File: src/design/cvl_pkg.sv
// Package for the compacting value list: request and result payload types,
// request kinds, result status codes, controller states and control structs.
// No dependencies.
`default_nettype none

package cvl_pkg;

    localparam int VAL_W = 32;
    localparam int POS_W = 3;

    // Request kinds.
    localparam logic [1:0] KIND_APPEND = 2'd0;
    localparam logic [1:0] KIND_DELETE = 2'd1;
    localparam logic [1:0] KIND_LIST   = 2'd2;

    // Result status codes.
    localparam logic [2:0] ST_ADDED      = 3'd0;
    localparam logic [2:0] ST_FULL       = 3'd1;
    localparam logic [2:0] ST_DELETED    = 3'd2;
    localparam logic [2:0] ST_EMPTY_DEL  = 3'd3;
    localparam logic [2:0] ST_NOT_FOUND  = 3'd4;
    localparam logic [2:0] ST_ENTRY      = 3'd5;
    localparam logic [2:0] ST_LIST_EMPTY = 3'd6;

    typedef struct packed {
        logic [1:0]              kind;
        logic signed [VAL_W-1:0] value;
    } cmd_t;

    typedef struct packed {
        logic [2:0]              status;
        logic [POS_W-1:0]        position;
        logic signed [VAL_W-1:0] entry_value;
        logic                    final_res;
    } res_t;

    typedef enum logic [3:0] {
        S_IDLE,
        S_DECODE,
        S_DEL_READ,
        S_DEL_CMP,
        S_SHIFT_READ,
        S_SHIFT_WRITE,
        S_DEL_DONE,
        S_NOT_FOUND,
        S_LIST_READ,
        S_LIST_EMIT
    } state_t;

    // Commands from the controller to the datapath.
    typedef struct packed {
        logic       load_req;
        logic       idx_clr;
        logic       idx_inc;
        logic       rd_en;
        logic       rd_next;
        logic       wr_append;
        logic       wr_shift;
        logic       pos_save;
        logic       cnt_inc;
        logic       cnt_dec;
        logic       emit;
        logic [2:0] emit_status;
    } dp_cmd_t;

    // Status from the datapath to the controller.
    typedef struct packed {
        logic [1:0] req_kind;
        logic       count_zero;
        logic       full;
        logic       match;
        logic       idx_last;
        logic       out_free;
    } dp_stat_t;

endpackage

`default_nettype wire

File: src/design/cvl_datapath.sv
// Datapath of the compacting value list: request register, entry memory,
// fill count, scan index and the result output register.
// Depends on cvl_pkg.
`default_nettype none

module cvl_datapath #(
    parameter int DEPTH = 8
) (
    input  wire logic             clk,
    input  wire logic             rst_n,
    input  wire cvl_pkg::cmd_t    cmd,
    input  wire cvl_pkg::dp_cmd_t ctl,
    output cvl_pkg::dp_stat_t     stat,
    output logic                  res_valid,
    input  wire logic             res_stall,
    output cvl_pkg::res_t         res
);
    import cvl_pkg::*;

    localparam int CW = $clog2(DEPTH + 1);
    localparam int AW = (DEPTH > 1) ? $clog2(DEPTH) : 1;

    logic [VAL_W-1:0] mem [DEPTH];
    logic [VAL_W-1:0] rd_data_reg;

    logic [1:0]       req_kind_reg;
    logic [VAL_W-1:0] req_value_reg;
    logic [CW-1:0]    count_reg, count_next;
    logic [CW-1:0]    idx_reg, idx_next;
    logic [CW-1:0]    pos_reg;
    logic             res_valid_reg, res_valid_next;
    res_t             res_reg, res_next;

    logic [CW-1:0]    idx_plus;
    logic [AW-1:0]    rd_addr;
    logic [AW-1:0]    wr_addr;
    logic [VAL_W-1:0] wr_data;
    logic             wr_en;

    assign idx_plus = idx_reg + CW'(1);
    assign rd_addr  = ctl.rd_next ? idx_plus[AW-1:0] : idx_reg[AW-1:0];
    assign wr_en    = ctl.wr_append | ctl.wr_shift;
    assign wr_addr  = ctl.wr_append ? count_reg[AW-1:0] : idx_reg[AW-1:0];
    assign wr_data  = ctl.wr_append ? req_value_reg : rd_data_reg;

    always_ff @(posedge clk)
    begin
        if (ctl.rd_en)
        begin
            rd_data_reg <= mem[rd_addr];
        end
        if (wr_en)
        begin
            mem[wr_addr] <= wr_data;
        end
    end

    always_ff @(posedge clk)
    begin
        if (ctl.load_req)
        begin
            req_kind_reg  <= cmd.kind;
            req_value_reg <= cmd.value;
        end
        if (ctl.pos_save)
        begin
            pos_reg <= idx_reg;
        end
        res_reg <= res_next;
    end

    always_comb
    begin
        count_next = count_reg;
        if (ctl.cnt_inc)
        begin
            count_next = count_reg + CW'(1);
        end
        else if (ctl.cnt_dec)
        begin
            count_next = count_reg - CW'(1);
        end

        idx_next = idx_reg;
        if (ctl.idx_clr)
        begin
            idx_next = '0;
        end
        else if (ctl.idx_inc)
        begin
            idx_next = idx_plus;
        end

        res_valid_next = res_valid_reg;
        if (ctl.emit)
        begin
            res_valid_next = 1'b1;
        end
        else if (!res_stall)
        begin
            res_valid_next = 1'b0;
        end
    end

    // Result payload; only loaded when the controller emits.
    always_comb
    begin
        res_next = res_reg;
        if (ctl.emit)
        begin
            res_next.status      = ctl.emit_status;
            res_next.position    = '0;
            res_next.entry_value = req_value_reg;
            res_next.final_res   = 1'b1;
            case (ctl.emit_status)
                ST_ADDED:
                begin
                    res_next.position = POS_W'(count_reg);
                end
                ST_DELETED:
                begin
                    res_next.position = POS_W'(pos_reg);
                end
                ST_ENTRY:
                begin
                    res_next.position    = POS_W'(idx_reg);
                    res_next.entry_value = rd_data_reg;
                    res_next.final_res   = (idx_plus == count_reg);
                end
                ST_LIST_EMPTY:
                begin
                    res_next.entry_value = '0;
                end
                default:
                begin
                    res_next.position = '0;
                end
            endcase
        end
    end

    always_ff @(posedge clk or negedge rst_n)
    begin
        if (!rst_n)
        begin
            count_reg     <= '0;
            idx_reg       <= '0;
            res_valid_reg <= 1'b0;
        end
        else
        begin
            count_reg     <= count_next;
            idx_reg       <= idx_next;
            res_valid_reg <= res_valid_next;
        end
    end

    always_comb
    begin
        stat.req_kind   = req_kind_reg;
        stat.count_zero = (count_reg == '0);
        stat.full       = (count_reg == CW'(DEPTH));
        stat.match      = (rd_data_reg == req_value_reg);
        stat.idx_last   = (idx_plus == count_reg);
        stat.out_free   = !res_valid_reg || !res_stall;
    end

    assign res_valid = res_valid_reg;
    assign res       = res_reg;

endmodule

`default_nettype wire

File: src/design/cvl_ctrl.sv
// Controller of the compacting value list: sequences append, delete-and-shift
// and list requests over the datapath through command and status structs.
// Depends on cvl_pkg.
`default_nettype none

module cvl_ctrl (
    input  wire logic              clk,
    input  wire logic              rst_n,
    input  wire logic              cmd_valid,
    output logic                   cmd_stall,
    input  wire cvl_pkg::dp_stat_t stat,
    output cvl_pkg::dp_cmd_t       ctl
);
    import cvl_pkg::*;

    state_t state_reg, state_next;

    always_ff @(posedge clk or negedge rst_n)
    begin
        if (!rst_n)
        begin
            state_reg <= S_IDLE;
        end
        else
        begin
            state_reg <= state_next;
        end
    end

    always_comb
    begin
        state_next = state_reg;
        case (state_reg)
            S_IDLE:
            begin
                if (cmd_valid)
                begin
                    state_next = S_DECODE;
                end
            end
            S_DECODE:
            begin
                case (stat.req_kind)
                    KIND_APPEND:
                    begin
                        if (stat.out_free)
                        begin
                            state_next = S_IDLE;
                        end
                    end
                    KIND_DELETE:
                    begin
                        if (!stat.count_zero)
                        begin
                            state_next = S_DEL_READ;
                        end
                        else if (stat.out_free)
                        begin
                            state_next = S_IDLE;
                        end
                    end
                    KIND_LIST:
                    begin
                        if (!stat.count_zero)
                        begin
                            state_next = S_LIST_READ;
                        end
                        else if (stat.out_free)
                        begin
                            state_next = S_IDLE;
                        end
                    end
                    default:
                    begin
                        // The unused kind produces no result.
                        state_next = S_IDLE;
                    end
                endcase
            end
            S_DEL_READ:
            begin
                state_next = S_DEL_CMP;
            end
            S_DEL_CMP:
            begin
                if (stat.match)
                begin
                    state_next = S_SHIFT_READ;
                end
                else if (stat.idx_last)
                begin
                    state_next = S_NOT_FOUND;
                end
                else
                begin
                    state_next = S_DEL_READ;
                end
            end
            S_SHIFT_READ:
            begin
                state_next = stat.idx_last ? S_DEL_DONE : S_SHIFT_WRITE;
            end
            S_SHIFT_WRITE:
            begin
                state_next = S_SHIFT_READ;
            end
            S_DEL_DONE, S_NOT_FOUND:
            begin
                if (stat.out_free)
                begin
                    state_next = S_IDLE;
                end
            end
            S_LIST_READ:
            begin
                state_next = S_LIST_EMIT;
            end
            S_LIST_EMIT:
            begin
                if (stat.out_free)
                begin
                    state_next = stat.idx_last ? S_IDLE : S_LIST_READ;
                end
            end
            default:
            begin
                state_next = S_IDLE;
            end
        endcase
    end

    always_comb
    begin
        ctl       = '0;
        cmd_stall = (state_reg != S_IDLE);
        case (state_reg)
            S_IDLE:
            begin
                ctl.load_req = cmd_valid;
            end
            S_DECODE:
            begin
                case (stat.req_kind)
                    KIND_APPEND:
                    begin
                        if (stat.out_free)
                        begin
                            ctl.emit = 1'b1;
                            if (stat.full)
                            begin
                                ctl.emit_status = ST_FULL;
                            end
                            else
                            begin
                                ctl.emit_status = ST_ADDED;
                                ctl.wr_append   = 1'b1;
                                ctl.cnt_inc     = 1'b1;
                            end
                        end
                    end
                    KIND_DELETE:
                    begin
                        if (!stat.count_zero)
                        begin
                            ctl.idx_clr = 1'b1;
                        end
                        else if (stat.out_free)
                        begin
                            ctl.emit        = 1'b1;
                            ctl.emit_status = ST_EMPTY_DEL;
                        end
                    end
                    KIND_LIST:
                    begin
                        if (!stat.count_zero)
                        begin
                            ctl.idx_clr = 1'b1;
                        end
                        else if (stat.out_free)
                        begin
                            ctl.emit        = 1'b1;
                            ctl.emit_status = ST_LIST_EMPTY;
                        end
                    end
                    default:
                    begin
                        ctl.emit = 1'b0;
                    end
                endcase
            end
            S_DEL_READ, S_LIST_READ:
            begin
                ctl.rd_en = 1'b1;
            end
            S_DEL_CMP:
            begin
                if (stat.match)
                begin
                    ctl.pos_save = 1'b1;
                end
                else if (!stat.idx_last)
                begin
                    ctl.idx_inc = 1'b1;
                end
            end
            S_SHIFT_READ:
            begin
                // Fetch the entry above the hole so it can move down one place.
                if (!stat.idx_last)
                begin
                    ctl.rd_en   = 1'b1;
                    ctl.rd_next = 1'b1;
                end
            end
            S_SHIFT_WRITE:
            begin
                ctl.wr_shift = 1'b1;
                ctl.idx_inc  = 1'b1;
            end
            S_DEL_DONE:
            begin
                if (stat.out_free)
                begin
                    ctl.emit        = 1'b1;
                    ctl.emit_status = ST_DELETED;
                    ctl.cnt_dec     = 1'b1;
                end
            end
            S_NOT_FOUND:
            begin
                if (stat.out_free)
                begin
                    ctl.emit        = 1'b1;
                    ctl.emit_status = ST_NOT_FOUND;
                end
            end
            S_LIST_EMIT:
            begin
                if (stat.out_free)
                begin
                    ctl.emit        = 1'b1;
                    ctl.emit_status = ST_ENTRY;
                    ctl.idx_inc     = 1'b1;
                end
            end
            default:
            begin
                ctl.emit = 1'b0;
            end
        endcase
    end

endmodule

`default_nettype wire

File: src/design/compacting_value_list.sv
// Compacting value list: an unsorted list of up to DEPTH signed 32-bit values.
// Requests arrive on cmd (cmd_valid/cmd_stall): kind 0 appends, kind 1 deletes
// the first equal entry and moves later entries down, kind 2 lists every entry.
// Kind 3 is dropped without a result. Results leave on res (res_valid/res_stall),
// one or more per request, the last one flagged by final_res.
// A request is taken only while the controller is idle; cmd_stall is high while
// it is being worked on. The result register decouples the output, so a new
// request may be taken while the last result still waits.
// Append and the single-result failures are resolved in the decode state. A
// delete reads and compares entries in turn until a match, then moves each later
// entry down with a read and a write before the result; a miss reports at the end
// of the scan. A list reads each entry and then emits it. The controller returns
// to idle as the last result is loaded and takes the next request from there.
// The entry memory has a registered read.
// A stalled receiver holds the result register, and the controller waits in
// place until it can load the next result, so nothing is lost or repeated.
// Reset clears the fill count (list empty), the controller and res_valid; the
// entry memory is not cleared, since only entries below the count are read.
`default_nettype none

module compacting_value_list #(
    parameter int DEPTH = 8
) (
    input  wire logic          clk,
    input  wire logic          rst_n,
    input  wire logic          cmd_valid,
    output logic               cmd_stall,
    input  wire cvl_pkg::cmd_t cmd,
    output logic               res_valid,
    input  wire logic          res_stall,
    output cvl_pkg::res_t      res
);
    import cvl_pkg::*;

    dp_cmd_t  ctl;
    dp_stat_t stat;

    cvl_ctrl u_ctrl (
        .clk       (clk),
        .rst_n     (rst_n),
        .cmd_valid (cmd_valid),
        .cmd_stall (cmd_stall),
        .stat      (stat),
        .ctl       (ctl)
    );

    cvl_datapath #(
        .DEPTH (DEPTH)
    ) u_datapath (
        .clk       (clk),
        .rst_n     (rst_n),
        .cmd       (cmd),
        .ctl       (ctl),
        .stat      (stat),
        .res_valid (res_valid),
        .res_stall (res_stall),
        .res       (res)
    );

endmodule

`default_nettype wire

File: config.mk
export PLATFORM = sky130hd
export DESIGN_NAME = compacting_value_list
export DESIGN_NICKNAME = d
export VERILOG_FILES = /design/src/design/cvl_pkg.sv /design/src/design/cvl_datapath.sv /design/src/design/cvl_ctrl.sv /design/src/design/compacting_value_list.sv
export SDC_FILE = /design/constraint.sdc
export NUM_CORES = 1
export LEC_CHECK = 0
export BUFFER_PORTS_ARGS = -buffer_cell sky130_fd_sc_hd__buf_2
export CAP_MARGIN = 30
export CORE_MARGIN = 2
export CORE_UTILIZATION = 55
export DETAILED_ROUTE_END_ITERATION = 10
export GPL_ROUTABILITY_DRIVEN = 0
export PLACE_DENSITY_LB_ADDON = 0.25
export SLEW_MARGIN = 30
export SYNTH_ARGS = -nofsm -noshare
export SYNTH_HDL_FRONTEND = slang
export SYNTH_SLANG_ARGS = --single-unit
File: constraint.sdc
create_clock -name clk -period 4.8 [get_ports clk]
set_clock_uncertainty 0.15 [all_clocks]
set_input_delay 0.48 -clock clk [delete_from_list [all_inputs] [get_ports clk]]
set_output_delay 0.48 -clock clk [all_outputs]
set_load 0.02 [all_outputs]
### Word level (Yosys, flattened, before mapping)

Memory sizes are Yosys's and may differ from the RTL's. A register that Yosys moved wholly into a read port is not among the register bits.
Cells that the tools add are included.

| word-level totals | value |
|---|---|
| register bits after elaboration | 89 |
| bits in writable memories | 256 |
| input bits | 38 |
| output and inout port bits | 41 |
| word-level logic and storage cells | 106 |
| memories kept | 1 |

Memories:

| name | words | bits a word | read ports | clocked after Yosys merged registers in | wr ports | RTL line | source |
|---|---|---|---|---|---|---|---|
| u_datapath.mem | 8 | 32 | 1 | 1 | 1 | cvl_datapath.sv:23 | `logic [VAL_W-1:0] mem [DEPTH];` |

| cells by class | value |
|---|---|
| $add $sub $neg | 3 |
| equal/unequal tests | 20 |
| multiplexer cells | 56 |
| bitwise logic cells | 1 |
| reductions and logical operators | 14 |

Operator list:

| cell | count |
|---|---|
| two-way mux 4 bit | 18 |
| case mux 32 bit (2 select lines) | 1 |
| case mux 4 bit (9 select lines) | 1 |
| == test 32 bit | 1 |
| two-way mux 32 bit | 1 |
| two-way mux 1 bit | 21 |
| case mux 3 bit (3 select lines) | 2 |
| == test 4 x 3 -> 1 bit (second input constant) | 4 |
| == test 4 bit (second input constant) | 3 |
| case mux 3 bit (4 select lines) | 1 |
| case mux 4 bit (3 select lines) | 1 |
| two-way mux 3 bit | 3 |
| adder 4 x 1 -> 4 bit (second input constant) | 2 |
| == test 4 x 2 -> 1 bit (second input constant) | 2 |
| logical NOT 4 bit | 2 |
| == test 3 bit (second input constant) | 2 |
| case mux 1 bit (3 select lines) | 2 |
| OR reduction 2 bit | 3 |
| two-way mux 5 bit | 1 |
| == test 4 x 1 -> 1 bit (second input constant) | 1 |
| == test 4 bit | 1 |
| two-way mux 2 bit | 2 |
| inequality test 2 bit (second input constant) | 2 |
| case mux 1 bit (4 select lines) | 1 |
| 14 further kinds | 16 |

### Depth between registers and ports, before layout

| logic depth | value |
|---|---|
| word-level depth | 8 |
| depth in mapped cells | 11 |
| depth with buffers taken out | 9 |

### Hierarchy

From an unflattened synthesis, not the netlist that was laid out.

| second synthesis, totals | value |
|---|---|
| cells, all modules | 1,104 |
| area total of the unflattened synthesis | 15,429.8 um^2 |

Modules (own cells, without submodules):

| module | instances | cells an instance | area an instance (um^2) | sequential area each (um^2) |
|---|---|---|---|---|
| cvl_datapath | 1 | 1,016 | 14,815.5 | 11,155.7 |
| cvl_ctrl | 1 | 88 | 614.3 | 100.1 |

### Least setup slack after synthesis

Ideal clock, no wire load.

| path | value |
|---|---|
| kind | register -> register |
| from | register u_ctrl.state_reg[2] |
| to | memory u_datapath.mem[2][0] (enable) |
| setup time | 0.421 ns |
| arrival | 3.286 ns |
| data required time | 4.229 ns |
| setup slack | 0.943 ns |
| stages on the path, launching flop included | 9 |
| buffers on the path | 2 |
| period minus slack after synthesis | 3.857 ns |
| cells stage by stage | dfrtp_1 -> buf_4 -> or3_1 -> a2111oi_0 -> nand2_1 -> clkbuf_1 -> nor3b_1 -> a31oi_1 -> nor2_1 |

| between the ends | value |
|---|---|
| longest elaborated chain between the ends | 5 |
| elaborated cells on any way between the ends | 8 |
| those cells by class | eq/ne: 2; mux: 5; bitwise: 1 |

Ends and longest elaborated chain:

| element | RTL line | source |
|---|---|---|
| start: declaration | cvl_ctrl.sv:16 | `state_t state_reg, state_next;` |
| start signal: assignment | cvl_ctrl.sv:26 | `state_reg <= state_next;` |
| == test 4 x 1 -> 1 bit or == test 4 x 3 -> 1 bit (tied branches) | cvl_ctrl.sv:136 | `case (state_reg)` |
| two-way mux 1 bit | cvl_ctrl.sv:136 |  |
| bitwise OR 1 bit | cvl_datapath.sv:42 | `assign wr_en = ctl.wr_append \| ctl.wr_shift;` |
| two-way mux 1 bit | cvl_datapath.sv:52 | `if (wr_en)` |
| two-way mux 1 bit (not written as such) | cvl_datapath.sv:54 | `mem[wr_addr] <= wr_data;` |
| end: declaration | cvl_datapath.sv:23 |  |

Several ways; a longest one is shown, not always the timed one.

### Worst setup path after layout

| path | value |
|---|---|
| from | register u_ctrl.state_reg[3] |
| to | memory u_datapath.mem[4][1] (enable) |

The elaborated chain is that of the path after synthesis.

==> results.txt <==
- The run finished with clean final reports.
- Port buffer count: 78
- Detailed route wirelength on metal3: between 2000 and 2500 um
- Counting instances, the worst hold path has a depth of 3.
* Area of the mapped netlist: about 0.018 sq mm
* Maximum number of pins on one net before global-route repair: 263
* Type of the worst setup path: reg2reg
* Hold Violations, Final: 0
- Across every metal layer, demand over resource in global routing totals between 20% and 30%.
* Clock Sink Count: 377
- Number of fillers in the final layout: approximately 2400
- Net total in the final layout: approximately 1400
* Peak supply drop: between 0.0005 and 0.0006 V
- In this run, post-CTS repair resized a total of 0 instances.
- Antenna viol nets, final: 0
* Violation count after the first detailed-route iteration: between 800 and 900
- For this run, the top clock speed supported by timing is around 260 MHz.
* Total of max-cap violations: 0
* Vias in the first global route: approximately 11000
- Reg-to-reg slack, setup: roughly 0.94 ns
- The worst hold path begins at res_stall.
- Maximum fanout count along the critical path: 32
- Cells fill 63.27% of the core in the end.
- The root buffer cell chosen for the clock tree is sky130_fd_sc_hd__clkbuf_16.
* Number of unique standard cell types used by synthesis: 50
- Fin crit share: roughly four fifths
- Non-filler instance count after layout: about 1800
* Overall overflow remaining after global route: 0
- Routed wire length: about 40000 um
- Reg-to-reg endpoint: u_datapath.mem[4][1]$_DFFE_PP_
* R2r startpoint: u_ctrl.state_reg[3]$_DFFE_PN0P_
* Post-CTS setup buffer count: 0
- The floorplan step set the die height to approximately 190 um.
* Slowest stage cell, crit path: sky130_fd_sc_hd__nand2_2
- Residual DRC: 0
- DRT Pass-1 Iters: 5
- Fraction of layout cells with a size suffix above 1: between 10% and 20%
- Average instance area after synthesis: between 10 and 15 sq um
- Clock-pin slew was measured on the worst setup and hold paths at approximately 0.060 ns.
* Number of diodes: 0
- The detailed router placed 11190 vias in this run.
* Startpoint class of the critical path: flop
* Count of final setup violators: 0
- The count of final max-slew check failures was 0.
- Detail Placement HPWL: approximately 22000 um
* Count of warnings emitted by yosys: 0
* Share of synthesized registers carrying an async set or reset: approximately 3.4%
- Dividing the detail-routed via count by the number of cells gives ~6.1.
- Met1 wire length: approximately 17000 um
- HP Class: in2reg
* Kind of capture point of the worst setup path: flop
- After synthesis the netlist holds a flip-flop and latch count of ~380.
- Avg WL per Cell: 21.96 um
* Wire length of the first global-routing pass: between 60000 and 70000 um
* Row cnt: 66
- Headroom to the max-slew limit came out at ~36%.
- Width of the die: 185.6 um
- The H-tree generated during clock tree synthesis spans 2 levels.
* FF+latch area: ~0.011 sq mm
- Number of cells in the design after placement: between 1500 and 2000
* Depth of the worst register-to-register path: 7
- Worst skew pair latency: 0.53 ns
- P_leak: 7.182 nW
- The most used flip-flop cell after synthesis is sky130_fd_sc_hd__edfxtp_1.
- Setup repair after global routing missed its margin: false
- At the pin with the least slew margin, the transition time is around 0.96 ns.
- Data arrives at the worst endpoint at around 3.9 ns.
- Sequence of cells on the critical path: or3_1 > a2111oi_0 > nand2_2 > nor3b_1 > a31oi_1 > nor2_4 > buf_4
- The die covers between 0.03 and 0.04 sq mm.
- The core region is around 0.033 sq mm.
- Hold-critical path endpoint: u_datapath.res_valid$_DFFE_PN0P_
* Total Negative Setup Slacks: 0 ns
- Multi-input combinational cell area: around 0.0065 sq mm
* Metal2 WL: around 20000 um
- Slowest stage delay, CP: a little under 0.6 ns
* Initial antenna violation count: 0
* Area growth from synthesis to layout: 13.49%
- Starting utilization of the core area: 55.75%
- Counting every net in the synthesized netlist gives approximately 1300.
- Power per unit of standard cell area: between 600 and 700 mW/mm^2
- Number of instances in the synthesized netlist: roughly 1300
- TritonCTS built the clock tree.
- For the finished layout, the period the worst path requires is ~3.9 ns.
- Yosys mapped a number of flops with a built-in enable equal to ~360.
- Clock tree synthesis inserted a total of 41 buffers.
* Max FFs per register: 256
* Commonest cells after routing, fill and taps aside: sky130_fd_sc_hd__edfxtp_1 (364), sky130_fd_sc_hd__a21oi_1 (137), sky130_fd_sc_hd__mux2i_1 (131)
* Maximum clock path buffer count: 3
- For the worst setup path, the data required time is between 4 and 5 ns.
- The library cell used most frequently in the layout, excluding fill and tap cells, is sky130_fd_sc_hd__edfxtp_1.
* Topmost layer with routed signal wires: met4
* Top Ports: 79
- Sequential cell area fraction in the yosys report: roughly 62%
==> cells by family (layout without fill, tap and decap cells) <==
logic type	count (synthesis)	count (layout)	synth area share [%]
and+or+nand+nor	214	214	6.857
DFF	377	377	62.06
AOI/OAI and AO/OA	337	337	12.19
buffers and inverters	106	215	2.925
adders and majority gates	8	8	0.5932
muxes	197	197	13.31
xor gates and xnor gates	41	41	2.063
==> layer usage <==
layer,global-route usage [%],up-vias
met5,0,-
li1,-,5194
met2,40.42,330
met4,7.811,0
met1,30.52,5590
met3,3.522,73
==> through the flow <==
stage / setup WS [ns] / total power, mW / hold WS, ns / cell area (sq um)
5_1_grt: 0.6852 / 13.43 / 0.1200 / 20580
3_5_place_dp: 0.9814 / 9.740 / 0.2514 / 18890
3_3_place_gp: 1.132 / 9.622 / 0.2470 / 18890
4_1_cts: 0.9446 / 12.82 / 0.07384 / 20550
2_1_floorplan: 0.9425 / 8.519 / 0.03441 / 18140
6_report: 0.9393 / 12.81 / 0.09485 / 20580
==> synth_stat cells, types with 2 or more instances <==
| master | count | area, sq um |
|---|---|---|
| sky130_fd_sc_hd__inv_1 | 7 | 26.28 |
| sky130_fd_sc_hd__nand4_1 | 4 | 25.02 |
| sky130_fd_sc_hd__a21oi_1 | 138 | 690.7 |
| sky130_fd_sc_hd__buf_6 | 15 | 168.9 |
| sky130_fd_sc_hd__o21a_1 | 2 | 15.01 |
| sky130_fd_sc_hd__dfrtp_1 | 13 | 325.3 |
| sky130_fd_sc_hd__clkbuf_1 | 68 | 255.2 |
| sky130_fd_sc_hd__o211ai_1 | 2 | 15.01 |
| sky130_fd_sc_hd__ha_1 | 7 | 87.58 |
| sky130_fd_sc_hd__buf_4 | 2 | 15.01 |
| sky130_fd_sc_hd__xnor2_1 | 5 | 43.79 |
| sky130_fd_sc_hd__o21ai_0 | 10 | 50.05 |
| sky130_fd_sc_hd__nor3_1 | 9 | 45.04 |
| sky130_fd_sc_hd__nor2_1 | 21 | 78.83 |
| sky130_fd_sc_hd__nand3_1 | 6 | 30.03 |
| sky130_fd_sc_hd__and3_1 | 4 | 25.02 |
| sky130_fd_sc_hd__nand2_1 | 17 | 63.81 |
| sky130_fd_sc_hd__buf_1 | 4 | 15.01 |
| sky130_fd_sc_hd__a22o_1 | 35 | 306.5 |
| sky130_fd_sc_hd__nor4_1 | 9 | 56.30 |
| sky130_fd_sc_hd__a31oi_1 | 4 | 25.02 |
| sky130_fd_sc_hd__nor2b_1 | 130 | 813.3 |
| sky130_fd_sc_hd__and2_1 | 2 | 12.51 |
| sky130_fd_sc_hd__nor3b_1 | 3 | 22.52 |
| sky130_fd_sc_hd__mux4_2 | 32 | 720.7 |
| sky130_fd_sc_hd__edfxtp_1 | 364 | 10930 |
| sky130_fd_sc_hd__a211oi_1 | 129 | 968.4 |
| sky130_fd_sc_hd__a21o_1 | 6 | 45.04 |
| sky130_fd_sc_hd__nand2b_1 | 2 | 12.51 |
| sky130_fd_sc_hd__mux2i_1 | 131 | 1311 |
| sky130_fd_sc_hd__buf_2 | 10 | 50.05 |
| sky130_fd_sc_hd__or3_1 | 2 | 12.51 |
| sky130_fd_sc_hd__xor2_1 | 35 | 306.5 |
| sky130_fd_sc_hd__mux2_2 | 34 | 382.9 |
| sky130_fd_sc_hd__a22oi_1 | 3 | 22.52 |
==> repair_timing <==
action | 4_1_cts | 5_1_grt
hold buffers | 35 | 0
endpoints found under the hold margin | 47 | 0
endpoints found under the setup margin | 0 | 0
==> where the power goes <==
group / switching (mW) / total [mW] / internal [mW]
logic: 2.87 / 4.89 / 2.02
registers: 0.355 / 4.86 / 4.50
clock network: 1.21 / 3.06 / 1.85
total: 4.44 / 12.8 / 8.38
==> area by class of cell <==
class	instances	share of cell area, %
clock inverters	19	0.9300
flip-flops and latches	377	54.70
multi-input cells	797	31.44
well taps	442	2.687
repair buffers	135	4.680
inverters	7	0.1276
clock buffers	54	5.428
==> worst max path at each step <==
stage	from	endpoint	cells past startpoint
finish	u_ctrl.state_reg[3]$_DFFE_PN0P_	u_datapath.mem[4][1]$_DFFE_PP_	7
global placement	res_stall	u_datapath.mem[4][11]$_DFFE_PP_	7
detailed placement	res_stall	u_datapath.mem[4][11]$_DFFE_PP_	7
floorplan	u_ctrl.state_reg[2]$_DFFE_PN0P_	u_datapath.mem[2][0]$_DFFE_PP_	8
global route	u_ctrl.state_reg[3]$_DFFE_PN0P_	u_datapath.mem[4][1]$_DFFE_PP_	7
CTS	u_ctrl.state_reg[3]$_DFFE_PN0P_	u_datapath.mem[4][1]$_DFFE_PP_	6
==> critical path, delay by kind of cell, from the launching register on <==
kind | cells | cell delay [ns]
DFF | 1 | 0.48
and+or+nand+nor | 4 | 1.60
AOI/OAI and AO/OA | 2 | 0.66
buffers and inverters | 1 | 0.56
Power figures use the tool's default switching activity.
